===== src/rtl/xte_pkg.sv =====
// ============================================================================
// xte_pkg
// Shared types and constants of the XML text escaper.
// ============================================================================
package xte_pkg;

  localparam int CP_W         = 21;  // code point width
  localparam int LEN_W        = 4;   // byte count of one escaped item (1..10)
  localparam int CFG_AW       = 4;   // APB address width, registers at 4*i
  localparam int CFG_DW       = 32;
  localparam int FIFO_DEPTH_D = 2;   // default descriptor queue depth

  // Register indexes
  localparam logic [1:0] REG_QUOTE_MODE = 2'd0;
  localparam logic [1:0] REG_ESC_ALL    = 2'd1;
  localparam logic [1:0] REG_UNI_HEX    = 2'd2;

  // Quote mode codes
  localparam logic [1:0] QM_ELEMENT = 2'd0;
  localparam logic [1:0] QM_DOUBLE  = 2'd1;
  localparam logic [1:0] QM_SINGLE  = 2'd2;

  typedef enum logic [1:0] {
    K_BYTE = 2'd0,  // one literal byte
    K_ENT  = 2'd1,  // named entity
    K_HEX  = 2'd2,  // hexadecimal character reference
    K_UTF8 = 2'd3   // plain UTF-8 encoding
  } xte_kind_t;

  typedef enum logic [2:0] {
    E_AMP  = 3'd0,
    E_LT   = 3'd1,
    E_GT   = 3'd2,
    E_QUOT = 3'd3,
    E_APOS = 3'd4
  } xte_ent_t;

  typedef struct packed {
    logic [1:0] quote_mode;
    logic       esc_all;   // escape '>' and both quotes always
    logic       uni_hex;   // non-ASCII as hex character references
  } xte_cfg_t;

  // Classified item handed from the front to the back
  typedef struct packed {
    xte_kind_t         kind;
    xte_ent_t          ent;
    logic [LEN_W-1:0]  len;
    logic [CP_W-1:0]   val;
  } xte_desc_t;

endpackage


===== src/rtl/xte_if.sv =====
// ============================================================================
// xte_if
// Valid/ready channels of the XML text escaper.
// ============================================================================
interface xte_in_if;
  logic                        valid;
  logic                        ready;
  logic [xte_pkg::CP_W-1:0]    code_point;

  modport source (output valid, output code_point, input ready);
  modport sink   (input valid, input code_point, output ready);
endinterface

interface xte_out_if;
  logic       valid;
  logic       ready;
  logic [7:0] out_byte;
  logic       last_byte;

  modport source (output valid, output out_byte, output last_byte, input ready);
  modport sink   (input valid, input out_byte, input last_byte, output ready);
endinterface


===== src/rtl/xml_text_escaper.sv =====
// ============================================================================
// xml_text_escaper
// XML escaping of Unicode code points into UTF-8 bytes with an APB config port.
// ============================================================================
// Path: an accepted item passes the front register, the queue and the
//   expander/output register before its first byte is valid on out_ch.
// Throughput: one output byte per cycle while out_ch is ready, set by the
//   single byte-wide output register; an item gives its 1 to 10 escaped bytes.
// Reset (rst_n low, synchronous): clears the config registers to 0 and all
//   valid flags; no item or byte is held afterwards.

module xml_text_escaper #(
  parameter int FIFO_DEPTH = xte_pkg::FIFO_DEPTH_D
) (
  input  logic                        clk,
  input  logic                        rst_n,
  xte_in_if.sink                      in_ch,
  xte_out_if.source                   out_ch,
  input  logic                        cfg_psel,
  input  logic                        cfg_penable,
  input  logic                        cfg_pwrite,
  input  logic [xte_pkg::CFG_AW-1:0]  cfg_paddr,
  input  logic [xte_pkg::CFG_DW-1:0]  cfg_pwdata,
  output logic [xte_pkg::CFG_DW-1:0]  cfg_prdata,
  output logic                        cfg_pready
);

  // --------------------------------------------------------------------------
  // Config registers
  // --------------------------------------------------------------------------
  logic [1:0] quote_mode_r, quote_mode_nxt;
  logic       esc_all_r, esc_all_nxt;
  logic       uni_hex_r, uni_hex_nxt;
  logic       cfg_wr;
  logic [1:0] cfg_idx;
  xte_pkg::xte_cfg_t cfg;

  assign cfg_pready = 1'b1;
  assign cfg_wr     = cfg_psel && cfg_penable && cfg_pwrite && cfg_pready;
  assign cfg_idx    = cfg_paddr[3:2];

  // Decode the write; an index past the last register is dropped.
  always_comb begin
    quote_mode_nxt = quote_mode_r;
    esc_all_nxt    = esc_all_r;
    uni_hex_nxt    = uni_hex_r;
    if (cfg_wr) begin
      case (cfg_idx)
        xte_pkg::REG_QUOTE_MODE: quote_mode_nxt = cfg_pwdata[1:0];
        xte_pkg::REG_ESC_ALL:    esc_all_nxt    = cfg_pwdata[0];
        xte_pkg::REG_UNI_HEX:    uni_hex_nxt    = cfg_pwdata[0];
        default: ;
      endcase
    end
  end

  always_ff @(posedge clk) begin
    if (!rst_n) begin
      quote_mode_r <= 2'd0;
      esc_all_r    <= 1'b0;
      uni_hex_r    <= 1'b0;
    end else begin
      quote_mode_r <= quote_mode_nxt;
      esc_all_r    <= esc_all_nxt;
      uni_hex_r    <= uni_hex_nxt;
    end
  end

  // Read back the addressed register, zero elsewhere.
  always_comb begin
    case (cfg_idx)
      xte_pkg::REG_QUOTE_MODE: cfg_prdata = {30'd0, quote_mode_r};
      xte_pkg::REG_ESC_ALL:    cfg_prdata = {31'd0, esc_all_r};
      xte_pkg::REG_UNI_HEX:    cfg_prdata = {31'd0, uni_hex_r};
      default:                 cfg_prdata = '0;
    endcase
  end

  assign cfg = {quote_mode_r, esc_all_r, uni_hex_r};

  // --------------------------------------------------------------------------
  // Front: accept and classify each code point into a descriptor
  // --------------------------------------------------------------------------
  logic               push;
  logic               full;
  xte_pkg::xte_desc_t f_desc;

  xte_front u_front (
    .clk    (clk),
    .rst_n  (rst_n),
    .in_ch  (in_ch),
    .cfg_i  (cfg),
    .full_i (full),
    .push_o (push),
    .desc_o (f_desc)
  );

  // --------------------------------------------------------------------------
  // Queue: decouple classification from byte emission
  // --------------------------------------------------------------------------
  logic               pop;
  logic               q_valid;
  xte_pkg::xte_desc_t q_desc;

  xte_fifo #(
    .DEPTH (FIFO_DEPTH)
  ) u_fifo (
    .clk     (clk),
    .rst_n   (rst_n),
    .push_i  (push),
    .wdata_i (f_desc),
    .full_o  (full),
    .pop_i   (pop),
    .valid_o (q_valid),
    .rdata_o (q_desc)
  );

  // --------------------------------------------------------------------------
  // Back: expand each descriptor into bytes, advance on out_ch handshakes
  // --------------------------------------------------------------------------
  xte_emit u_emit (
    .clk       (clk),
    .rst_n     (rst_n),
    .q_valid_i (q_valid),
    .q_desc_i  (q_desc),
    .pop_o     (pop),
    .out_ch    (out_ch)
  );

endmodule


===== src/rtl/xte_front.sv =====
// ============================================================================
// xte_front
// Accepts code points, classifies them and registers a descriptor.
// ============================================================================
module xte_front (
  input  logic               clk,
  input  logic               rst_n,
  xte_in_if.sink             in_ch,
  input  xte_pkg::xte_cfg_t  cfg_i,
  input  logic               full_i,
  output logic               push_o,
  output xte_pkg::xte_desc_t desc_o
);

  logic               f_valid_r, f_valid_nxt;
  xte_pkg::xte_desc_t f_desc_r;
  xte_pkg::xte_desc_t cls;
  logic               attr;
  logic               accept;
  logic [xte_pkg::CP_W-1:0] cp;

  assign cp           = in_ch.code_point;
  assign push_o       = f_valid_r && !full_i;
  assign in_ch.ready  = !f_valid_r || !full_i;
  assign accept       = in_ch.valid && in_ch.ready;
  assign desc_o       = f_desc_r;
  assign attr         = (cfg_i.quote_mode == xte_pkg::QM_DOUBLE) ||
                        (cfg_i.quote_mode == xte_pkg::QM_SINGLE);

  always_comb begin
    cls      = '0;
    cls.kind = xte_pkg::K_UTF8;
    cls.ent  = xte_pkg::E_AMP;
    cls.val  = cp;
    if (cp < 21'h20) begin
      if (cp == 21'h09 || cp == 21'h0a || cp == 21'h0d) begin
        cls.kind = xte_pkg::K_BYTE;
        cls.len  = 4'd1;
        cls.val  = attr ? 21'h20 : cp;
      end else begin
        cls.kind = xte_pkg::K_HEX;
        cls.len  = 4'd6;   // two digits
      end
    end else if (cp == 21'h26) begin
      cls.kind = xte_pkg::K_ENT;
      cls.ent  = xte_pkg::E_AMP;
      cls.len  = 4'd5;
    end else if (cp == 21'h3c) begin
      cls.kind = xte_pkg::K_ENT;
      cls.ent  = xte_pkg::E_LT;
      cls.len  = 4'd4;
    end else if (cp == 21'h3e && cfg_i.esc_all) begin
      cls.kind = xte_pkg::K_ENT;
      cls.ent  = xte_pkg::E_GT;
      cls.len  = 4'd4;
    end else if (cp == 21'h22 &&
                 (cfg_i.quote_mode == xte_pkg::QM_DOUBLE || cfg_i.esc_all)) begin
      cls.kind = xte_pkg::K_ENT;
      cls.ent  = xte_pkg::E_QUOT;
      cls.len  = 4'd6;
    end else if (cp == 21'h27 &&
                 (cfg_i.quote_mode == xte_pkg::QM_SINGLE || cfg_i.esc_all)) begin
      cls.kind = xte_pkg::K_ENT;
      cls.ent  = xte_pkg::E_APOS;
      cls.len  = 4'd6;
    end else if (cp > 21'h7f && cfg_i.uni_hex) begin
      cls.kind = xte_pkg::K_HEX;
      // at least four digits, at most six
      if (cp[20])               cls.len = 4'd10;
      else if (|cp[19:16])      cls.len = 4'd9;
      else                      cls.len = 4'd8;
    end else begin
      if (cp < 21'h80)          cls.len = 4'd1;
      else if (cp < 21'h800)    cls.len = 4'd2;
      else if (cp < 21'h10000)  cls.len = 4'd3;
      else                      cls.len = 4'd4;
    end
  end

  always_comb begin
    f_valid_nxt = f_valid_r;
    if (accept)      f_valid_nxt = 1'b1;
    else if (push_o) f_valid_nxt = 1'b0;
  end

  always_ff @(posedge clk) begin
    if (!rst_n) begin
      f_valid_r <= 1'b0;
    end else begin
      f_valid_r <= f_valid_nxt;
    end
  end

  always_ff @(posedge clk) begin
    if (accept) begin
      f_desc_r <= cls;
    end
  end

endmodule


===== src/rtl/xte_fifo.sv =====
// ============================================================================
// xte_fifo
// Short descriptor queue between the front and the back.
// ============================================================================
module xte_fifo #(
  parameter int DEPTH = xte_pkg::FIFO_DEPTH_D
) (
  input  logic               clk,
  input  logic               rst_n,
  input  logic               push_i,
  input  xte_pkg::xte_desc_t wdata_i,
  output logic               full_o,
  input  logic               pop_i,
  output logic               valid_o,
  output xte_pkg::xte_desc_t rdata_o
);

  localparam int PTR_W = (DEPTH > 1) ? $clog2(DEPTH) : 1;
  localparam int CNT_W = $clog2(DEPTH + 1);
  localparam logic [PTR_W-1:0] LAST_PTR = PTR_W'(DEPTH - 1);
  localparam logic [CNT_W-1:0] DEPTH_C  = CNT_W'(DEPTH);

  xte_pkg::xte_desc_t mem_r [DEPTH];
  logic [PTR_W-1:0]   wr_ptr_r, wr_ptr_nxt;
  logic [PTR_W-1:0]   rd_ptr_r, rd_ptr_nxt;
  logic [CNT_W-1:0]   count_r, count_nxt;

  assign full_o  = (count_r == DEPTH_C);
  assign valid_o = (count_r != '0);
  assign rdata_o = mem_r[rd_ptr_r];

  always_comb begin
    wr_ptr_nxt = wr_ptr_r;
    rd_ptr_nxt = rd_ptr_r;
    count_nxt  = count_r;
    if (push_i) wr_ptr_nxt = (wr_ptr_r == LAST_PTR) ? '0 : wr_ptr_r + 1'b1;
    if (pop_i)  rd_ptr_nxt = (rd_ptr_r == LAST_PTR) ? '0 : rd_ptr_r + 1'b1;
    if (push_i && !pop_i)      count_nxt = count_r + 1'b1;
    else if (pop_i && !push_i) count_nxt = count_r - 1'b1;
  end

  always_ff @(posedge clk) begin
    if (!rst_n) begin
      wr_ptr_r <= '0;
      rd_ptr_r <= '0;
      count_r  <= '0;
    end else begin
      wr_ptr_r <= wr_ptr_nxt;
      rd_ptr_r <= rd_ptr_nxt;
      count_r  <= count_nxt;
    end
  end

  always_ff @(posedge clk) begin
    if (push_i) begin
      mem_r[wr_ptr_r] <= wdata_i;
    end
  end

  a_count_bound: assert property (@(posedge clk) disable iff (!rst_n)
    count_r <= DEPTH_C)
    else $error("queue count above depth");

  a_no_overflow: assert property (@(posedge clk) disable iff (!rst_n)
    push_i |-> !full_o)
    else $error("push into full queue");

  a_no_underflow: assert property (@(posedge clk) disable iff (!rst_n)
    pop_i |-> valid_o)
    else $error("pop from empty queue");

endmodule


===== src/rtl/xte_emit.sv =====
// ============================================================================
// xte_emit
// Expands one descriptor into its escaped bytes, one per cycle while out_ch is ready.
// ============================================================================
module xte_emit (
  input  logic               clk,
  input  logic               rst_n,
  input  logic               q_valid_i,
  input  xte_pkg::xte_desc_t q_desc_i,
  output logic               pop_o,
  xte_out_if.source          out_ch
);

  localparam logic [47:0] S_AMP  = {"&amp;", 8'h00};
  localparam logic [47:0] S_LT   = {"&lt;", 16'h0000};
  localparam logic [47:0] S_GT   = {"&gt;", 16'h0000};
  localparam logic [47:0] S_QUOT = "&quot;";
  localparam logic [47:0] S_APOS = "&apos;";
  localparam logic [47:0] S_HREF = {"&#x", 24'h000000};

  function automatic logic [7:0] pick(logic [47:0] s, logic [2:0] i);
    logic [7:0] b;
    case (i)
      3'd0:    b = s[47:40];
      3'd1:    b = s[39:32];
      3'd2:    b = s[31:24];
      3'd3:    b = s[23:16];
      3'd4:    b = s[15:8];
      3'd5:    b = s[7:0];
      default: b = 8'h00;
    endcase
    return b;
  endfunction

  function automatic logic [47:0] ent_str(xte_pkg::xte_ent_t e);
    logic [47:0] s;
    case (e)
      xte_pkg::E_AMP:  s = S_AMP;
      xte_pkg::E_LT:   s = S_LT;
      xte_pkg::E_GT:   s = S_GT;
      xte_pkg::E_QUOT: s = S_QUOT;
      xte_pkg::E_APOS: s = S_APOS;
      default:         s = S_AMP;
    endcase
    return s;
  endfunction

  function automatic logic [7:0] gen_byte(xte_pkg::xte_desc_t d, logic [3:0] idx);
    logic [7:0] b;
    logic [3:0] pos;
    logic [3:0] nib;
    logic [1:0] grp;
    logic [5:0] six;
    b   = 8'h00;
    pos = d.len - 4'd2 - idx;
    grp = 2'(d.len - 4'd1 - idx);
    case (pos[2:0])
      3'd0:    nib = d.val[3:0];
      3'd1:    nib = d.val[7:4];
      3'd2:    nib = d.val[11:8];
      3'd3:    nib = d.val[15:12];
      3'd4:    nib = d.val[19:16];
      3'd5:    nib = {3'b000, d.val[20]};
      default: nib = 4'h0;
    endcase
    case (grp)
      2'd0:    six = d.val[5:0];
      2'd1:    six = d.val[11:6];
      2'd2:    six = d.val[17:12];
      default: six = {3'b000, d.val[20:18]};
    endcase
    case (d.kind)
      xte_pkg::K_BYTE: b = d.val[7:0];
      xte_pkg::K_ENT:  b = pick(ent_str(d.ent), idx[2:0]);
      xte_pkg::K_HEX: begin
        if (idx < 4'd3)                b = pick(S_HREF, idx[2:0]);
        else if (idx == d.len - 4'd1)  b = 8'h3b;
        else if (nib < 4'd10)          b = 8'h30 + {4'h0, nib};
        else                           b = 8'h57 + {4'h0, nib};
      end
      xte_pkg::K_UTF8: begin
        if (idx != 4'd0) begin
          b = {2'b10, six};
        end else begin
          case (d.len)
            4'd1:    b = d.val[7:0];
            4'd2:    b = {3'b110, d.val[10:6]};
            4'd3:    b = {4'b1110, d.val[15:12]};
            default: b = {5'b11110, d.val[20:18]};
          endcase
        end
      end
      default: b = 8'h00;
    endcase
    return b;
  endfunction

  xte_pkg::xte_desc_t cur_r;
  logic               cur_v_r, cur_v_nxt;
  logic [3:0]         idx_r, idx_nxt;
  logic               out_valid_r, out_valid_nxt;
  logic [7:0]         out_byte_r;
  logic               out_last_r;
  logic               out_adv;
  logic               is_last;
  logic               load;

  assign out_adv = !out_valid_r || out_ch.ready;
  assign is_last = (idx_r == cur_r.len - 4'd1);
  assign load    = q_valid_i && (!cur_v_r || (out_adv && is_last));
  assign pop_o   = load;

  assign out_ch.valid     = out_valid_r;
  assign out_ch.out_byte  = out_byte_r;
  assign out_ch.last_byte = out_last_r;

  always_comb begin
    cur_v_nxt     = cur_v_r;
    idx_nxt       = idx_r;
    out_valid_nxt = out_valid_r;
    if (out_adv) out_valid_nxt = cur_v_r;
    if (load) begin
      cur_v_nxt = 1'b1;
      idx_nxt   = 4'd0;
    end else if (out_adv && cur_v_r) begin
      if (is_last) cur_v_nxt = 1'b0;
      else         idx_nxt   = idx_r + 4'd1;
    end
  end

  always_ff @(posedge clk) begin
    if (!rst_n) begin
      cur_v_r     <= 1'b0;
      idx_r       <= 4'd0;
      out_valid_r <= 1'b0;
    end else begin
      cur_v_r     <= cur_v_nxt;
      idx_r       <= idx_nxt;
      out_valid_r <= out_valid_nxt;
    end
  end

  always_ff @(posedge clk) begin
    if (load) cur_r <= q_desc_i;
    if (out_adv && cur_v_r) begin
      out_byte_r <= gen_byte(cur_r, idx_r);
      out_last_r <= is_last;
    end
  end

  a_idx_in_range: assert property (@(posedge clk) disable iff (!rst_n)
    cur_v_r |-> (idx_r < cur_r.len))
    else $error("byte index past item length");

  a_len_nonzero: assert property (@(posedge clk) disable iff (!rst_n)
    cur_v_r |-> (cur_r.len != 4'd0))
    else $error("empty descriptor in progress");

  a_last_marked: assert property (@(posedge clk) disable iff (!rst_n)
    (cur_v_r && out_adv && is_last) |=> (out_valid_r && out_last_r))
    else $error("final byte not marked last");

endmodule

===== src/flat_wrapper.sv =====
// flat-port wrapper written by rule: the top's interface ports become plain ports
module xml_text_escaper_flat 
#(
  parameter int FIFO_DEPTH = xte_pkg::FIFO_DEPTH_D
)
  (clk, rst_n, cfg_psel, cfg_penable, cfg_pwrite, cfg_paddr, cfg_pwdata, cfg_prdata, cfg_pready, in_ch_valid, in_ch_code_point, in_ch_ready, out_ch_valid, out_ch_out_byte, out_ch_last_byte, out_ch_ready);
  xte_in_if in_ch_i ();
  xte_out_if out_ch_i ();
  input  logic clk;
  input  logic rst_n;
  input  logic cfg_psel;
  input  logic cfg_penable;
  input  logic cfg_pwrite;
  input  logic [xte_pkg::CFG_AW-1:0] cfg_paddr;
  input  logic [xte_pkg::CFG_DW-1:0] cfg_pwdata;
  output logic [xte_pkg::CFG_DW-1:0] cfg_prdata;
  output logic cfg_pready;
  input wire logic [$bits(in_ch_i.valid)-1:0] in_ch_valid;
  input wire logic [$bits(in_ch_i.code_point)-1:0] in_ch_code_point;
  output wire logic [$bits(in_ch_i.ready)-1:0] in_ch_ready;
  output wire logic [$bits(out_ch_i.valid)-1:0] out_ch_valid;
  output wire logic [$bits(out_ch_i.out_byte)-1:0] out_ch_out_byte;
  output wire logic [$bits(out_ch_i.last_byte)-1:0] out_ch_last_byte;
  input wire logic [$bits(out_ch_i.ready)-1:0] out_ch_ready;
  assign in_ch_i.valid = in_ch_valid;
  assign in_ch_i.code_point = in_ch_code_point;
  assign in_ch_ready = in_ch_i.ready;
  assign out_ch_valid = out_ch_i.valid;
  assign out_ch_out_byte = out_ch_i.out_byte;
  assign out_ch_last_byte = out_ch_i.last_byte;
  assign out_ch_i.ready = out_ch_ready;
  xml_text_escaper #(.FIFO_DEPTH(FIFO_DEPTH)) u_core (.clk(clk), .rst_n(rst_n), .in_ch(in_ch_i), .out_ch(out_ch_i), .cfg_psel(cfg_psel), .cfg_penable(cfg_penable), .cfg_pwrite(cfg_pwrite), .cfg_paddr(cfg_paddr), .cfg_pwdata(cfg_pwdata), .cfg_prdata(cfg_prdata), .cfg_pready(cfg_pready));
endmodule

===== config.mk =====
export PLATFORM = sky130hd
export DESIGN_NAME = xml_text_escaper_flat
export DESIGN_NICKNAME = d
export VERILOG_FILES = /design/src/rtl/xte_pkg.sv /design/src/rtl/xte_if.sv /design/src/rtl/xml_text_escaper.sv /design/src/rtl/xte_front.sv /design/src/rtl/xte_fifo.sv /design/src/rtl/xte_emit.sv /design/src/flat_wrapper.sv
export SDC_FILE = /design/constraint.sdc
export NUM_CORES = 1
export LEC_CHECK = 0
export BUFFER_PORTS_ARGS = -buffer_cell sky130_fd_sc_hd__clkbuf_2
export CAP_MARGIN = 20
export CORE_ASPECT_RATIO = 1.2
export CORE_MARGIN = 4
export CORE_UTILIZATION = 55
export DETAILED_ROUTE_END_ITERATION = 10
export HOLD_SLACK_MARGIN = 0.12
export MAX_ROUTING_LAYER = met4
export PLACE_DENSITY = 0.78
export SKIP_LAST_GASP = 1
export SLEW_MARGIN = 30
export SYNTH_ARGS = -nofsm -noshare
export SYNTH_HDL_FRONTEND = slang
export SYNTH_HIERARCHICAL = 1
export SYNTH_SLANG_ARGS = --single-unit

===== constraint.sdc =====
create_clock -name clk -period 5.3 [get_ports clk]
set_input_delay 0.795 -clock clk [delete_from_list [all_inputs] [get_ports clk]]
set_output_delay 0.795 -clock clk [all_outputs]
set_load 0.02 [all_outputs]

==> flow_summary.toml <==
[power]
static-leakage-power_nw = 2.915
power_density_nw_per_um2 = 560.0
power_w = 0.004529
irDropWorstVdd_mv = 0.2447

[logic_synthesis]
synth_seq_cells = 145
yosys.area.top_type_share_pct = 53.28
yosys_most_used_dff = "sky130_fd_sc_hd__edfxtp_1"
ys_async_sr_fraction_pct = 0
yosys-top-cells-count = "129 x sky130_fd_sc_hd__edfxtp_1, 33 x sky130_fd_sc_hd__buf_4, 32 x sky130_fd_sc_hd__mux2_2, 29 x sky130_fd_sc_hd__nand2_1, 29 x sky130_fd_sc_hd__nor2_1"
cells_after_synthesis = 567
seq_area_frac_synth_pct = 57.68
post_synth_main_area_contributors = "sky130_fd_sc_hd__edfxtp_1 53%, sky130_fd_sc_hd__mux2_2 5.0%, sky130_fd_sc_hd__dfxtp_1 4.4%"
yosysUniqueCellTypes = 70
synth.yosys.warnings = 6
netlist.top_cell.by_area = "sky130_fd_sc_hd__edfxtp_1"
yosys.cell_count.top_type = "sky130_fd_sc_hd__edfxtp_1"
syn-mean-instance-area_um2 = 12.82
syn_area_um2 = 7271
synth_edf_count = 129

[die]
floorplan.core_area_um2 = 12780
floorplan.initialDensity_pct = 56.89
top_level_ports = 108
die_w_um = 113.0
number_of_rows_in_the_core_area = 45
die_ht_um = 134.0
floorplan.die_area_um2 = 15130

[clocking]
cts_resized = 0
postCtsHoldBufs = 0
cts.sinks = 145
cts_tree = "built"
clk-insertion-delay-late_ns = 0.42
clock_tree.htree_level_count = 4
postCtsSetupBuffers = 0
cts-buffers-inserted = 17
clock-root-buffer = "sky130_fd_sc_hd__clkbuf_16"
clk_path_buf_depth = 2
path_clk_slew_ns = 0.06

[worst_setup_path]
reg2reg_slack_ns = 1.94
crit_chain = "inv_1 > ha_1 > nor2_1 > nand3_1 > o21a_1 > nor2_2 > buf_4 > inv_1 > ha_1 > or3_1 > a21boi_1"
worst-path-max-fanout = 32
crit_path_top_delay_cell = "sky130_fd_sc_hd__ha_1"
timing.reg2reg.worst_path_depth = 11
critPathKind = "register to register"
worstSetupStartpoint = "u_core/u_emit/cur_r[21]"
setup.worst_path.end_class = "register"
critPathArrivalTime_ns = 3.71
reg2reg_from = "u_core/u_emit/cur_r[21]"
regToRegEndpoint = "u_core/u_fifo/count_r[1]"
crit_required_ns = 5.65
worst_path_largest_cell_delay_ns = 0.57
crit_path_end = "u_core/u_fifo/count_r[1]"
worstSetupStartpointType = "register"

[cells_and_area]
final-instance-count-excl-fill = 778
layout.core_utilization_pct = 63.28
layout-area-overhead-vs-synth_pct = 11.24
layout-drive-gt1-share_pct = 22.31
finalNetCount = 682
antenna_cells = 0

[sta]
hold_slack_ns = 0.4514
final_hold_viol_count = 0
finalSetupTns_ns = 0
tightest_slew_ns = 0.9205
timing_max_transition_violations_final = 0
rsz_0062_raised_after_global_routing = "false"
period_needed_ns = 3.360
timing.fmax_ghz = 0.2977
timing.max_slew.rel_slack_pct = 38.50
layout_worst_path_cycle_share_pct = 63.39
report.final.setup_viol = 0
clock-skew-final_ns = 0.006166

[routing]
route.detailed.vias_per_inst = 5.785
routed_wl_mm = 13.95
vias = 4501
route.detailed.wl_per_inst_um = 17.94
antenna_violating_nets_post_route = 0
drc = 0
detail_route.iter0.violations = 269
router_iterations_before_antenna_repair = 5

[placement]
numPortBuffers = 44
placedCellCount = 746
dp.final_hpwl_mm = 10.02
gp_congestion = 0.9166

[outcome]
status = "finished clean"

[global_routing]
pin_count_of_the_biggest_net_entering_global_routing = 33
first_global_vias = 4417
gr-total-overflow = 0
grt_antenna_before_repair = 0
grt_util_overall_pct = 19.61
first_pass_grt_wire_length_mm = 22.41

[job]
max-cap-violations = 0

[min_path]
path_type_of_the_worst_min_delay_path = "register to register"
[where the power goes]
| group | internal [W] | leakage (nW) | switching (W) |
|---|---|---|---|
| registers | 0.00152 | 1.32 | 0.000183 |
| clock network | 0.000643 | 0.298 | 0.000538 |
| logic | 0.000699 | 1.30 | 0.000943 |
[layer usage]
layer	GRT usage [%]	wire length [um]	vias to the layer above
met5	-	0	-
met4	10.02	521	0
met3	4.468	709	41
met2	33.00	7428	168
met1	21.80	5295	2155
li1	-	-	2137
[final cells by class]
cell class / count / area, um2
clock buffers: 17 / 425.4
clock inverters: 15 / 183.9
fillers: 936 / 4693
inverters: 18 / 67.56
multi-input cells: 370 / 2754
flip-flops and latches: 145 / 4194
well taps: 164 / 205.2
repair buffers: 49 / 257.7
[worst max-delay path: cells and delay by family (launching register included)]
kind / cells / cell delay [ns]
compound gates: 2 / 0.43
fa+ha+maj: 2 / 0.90
buf+inv: 3 / 0.54
flops: 1 / 0.43
simple gates: 4 / 0.99
[cells in the final DEF, fill, tap and decap left out, drive strengths merged, types with 3 or more instances in the layout]
cell type / instances
clkinv: 5
nand2: 29
and3: 6
o31ai: 3
o22ai: 3
o21a: 7
nor3: 15
and2: 10
xnor2: 10
nand3: 9
mux4: 5
o211ai: 9
or3: 6
conb: 31
or2: 3
ha: 17
xor2: 5
nor4: 3
nor2: 30
buf: 5
o221ai: 3
inv: 28
a21oi: 19
o21ai: 29
a222oi: 4
clkbuf: 61
dfxtp: 16
o2111ai: 3
a211oi: 5
nand2b: 4
mux2i: 16
mux2: 34
nand3b: 4
nor2b: 10
edfxtp: 129
a31oi: 10
nor3b: 6
[sequential cells by signal, indices dropped and copies added (netlist names), named ones only]
register                        count
u_core/quote_mode_r                 2
u_core/u_fifo/mem_r                60
u_core/u_emit/idx_r                 4
u_core/u_emit/cur_v_r               1
u_core/u_fifo/wr_ptr_r              1
u_core/u_emit/out_ch.valid          1
u_core/u_emit/out_ch.out_byte       8
u_core/u_front/desc_o              30
u_core/u_fifo/count_r               2
u_core/uni_hex_r                    1
u_core/u_front/f_valid_r            1
u_core/esc_all_r                    1
u_core/u_emit/cur_r                30
u_core/u_emit/out_ch.last_byte      1
u_core/u_fifo/rd_ptr_r              1
[logic make-up after synthesis]
group	after synthesis	share of synthesized area [%]
AO/OA/AOI/OAI	110	10.10
XOR/XNOR	16	2.667
buffers and inverters	81	6.006
other	2	0.1033
AND/OR/NAND/NOR	141	11.22
adder cells (fa/ha/maj)	17	2.925
multiplexers	55	9.293
flip-flops	145	57.68
[how the worst min path moves through the flow]
stage                                   start                          to  slack (ns)  cells past startpoint
detailed placement   u_core/u_front/desc_o[1]   u_core/u_fifo/mem_r[1][1]        0.43                      0
finish               u_core/u_front/desc_o[1]   u_core/u_fifo/mem_r[0][1]        0.45                      0
global placement     u_core/u_front/desc_o[8]   u_core/u_fifo/mem_r[0][8]        0.42                      0
CTS                  u_core/u_front/desc_o[1]   u_core/u_fifo/mem_r[1][1]        0.45                      0
floorplan            u_core/u_front/desc_o[0]   u_core/u_fifo/mem_r[0][0]        0.42                      0
global route        u_core/u_front/desc_o[17]  u_core/u_fifo/mem_r[1][17]        0.46                      0
[through the flow]
stage                     setup slack [ns]  instance area [um2]
after detailed placement             1.969                 7478
after floorplan                      1.403                 7380
after CTS                            1.942                 8088
after global placement               2.038                 7478
final                                1.940                 8088
after global routing                 1.634                 8088
Note: power is estimated with default switching activity, not from simulation.
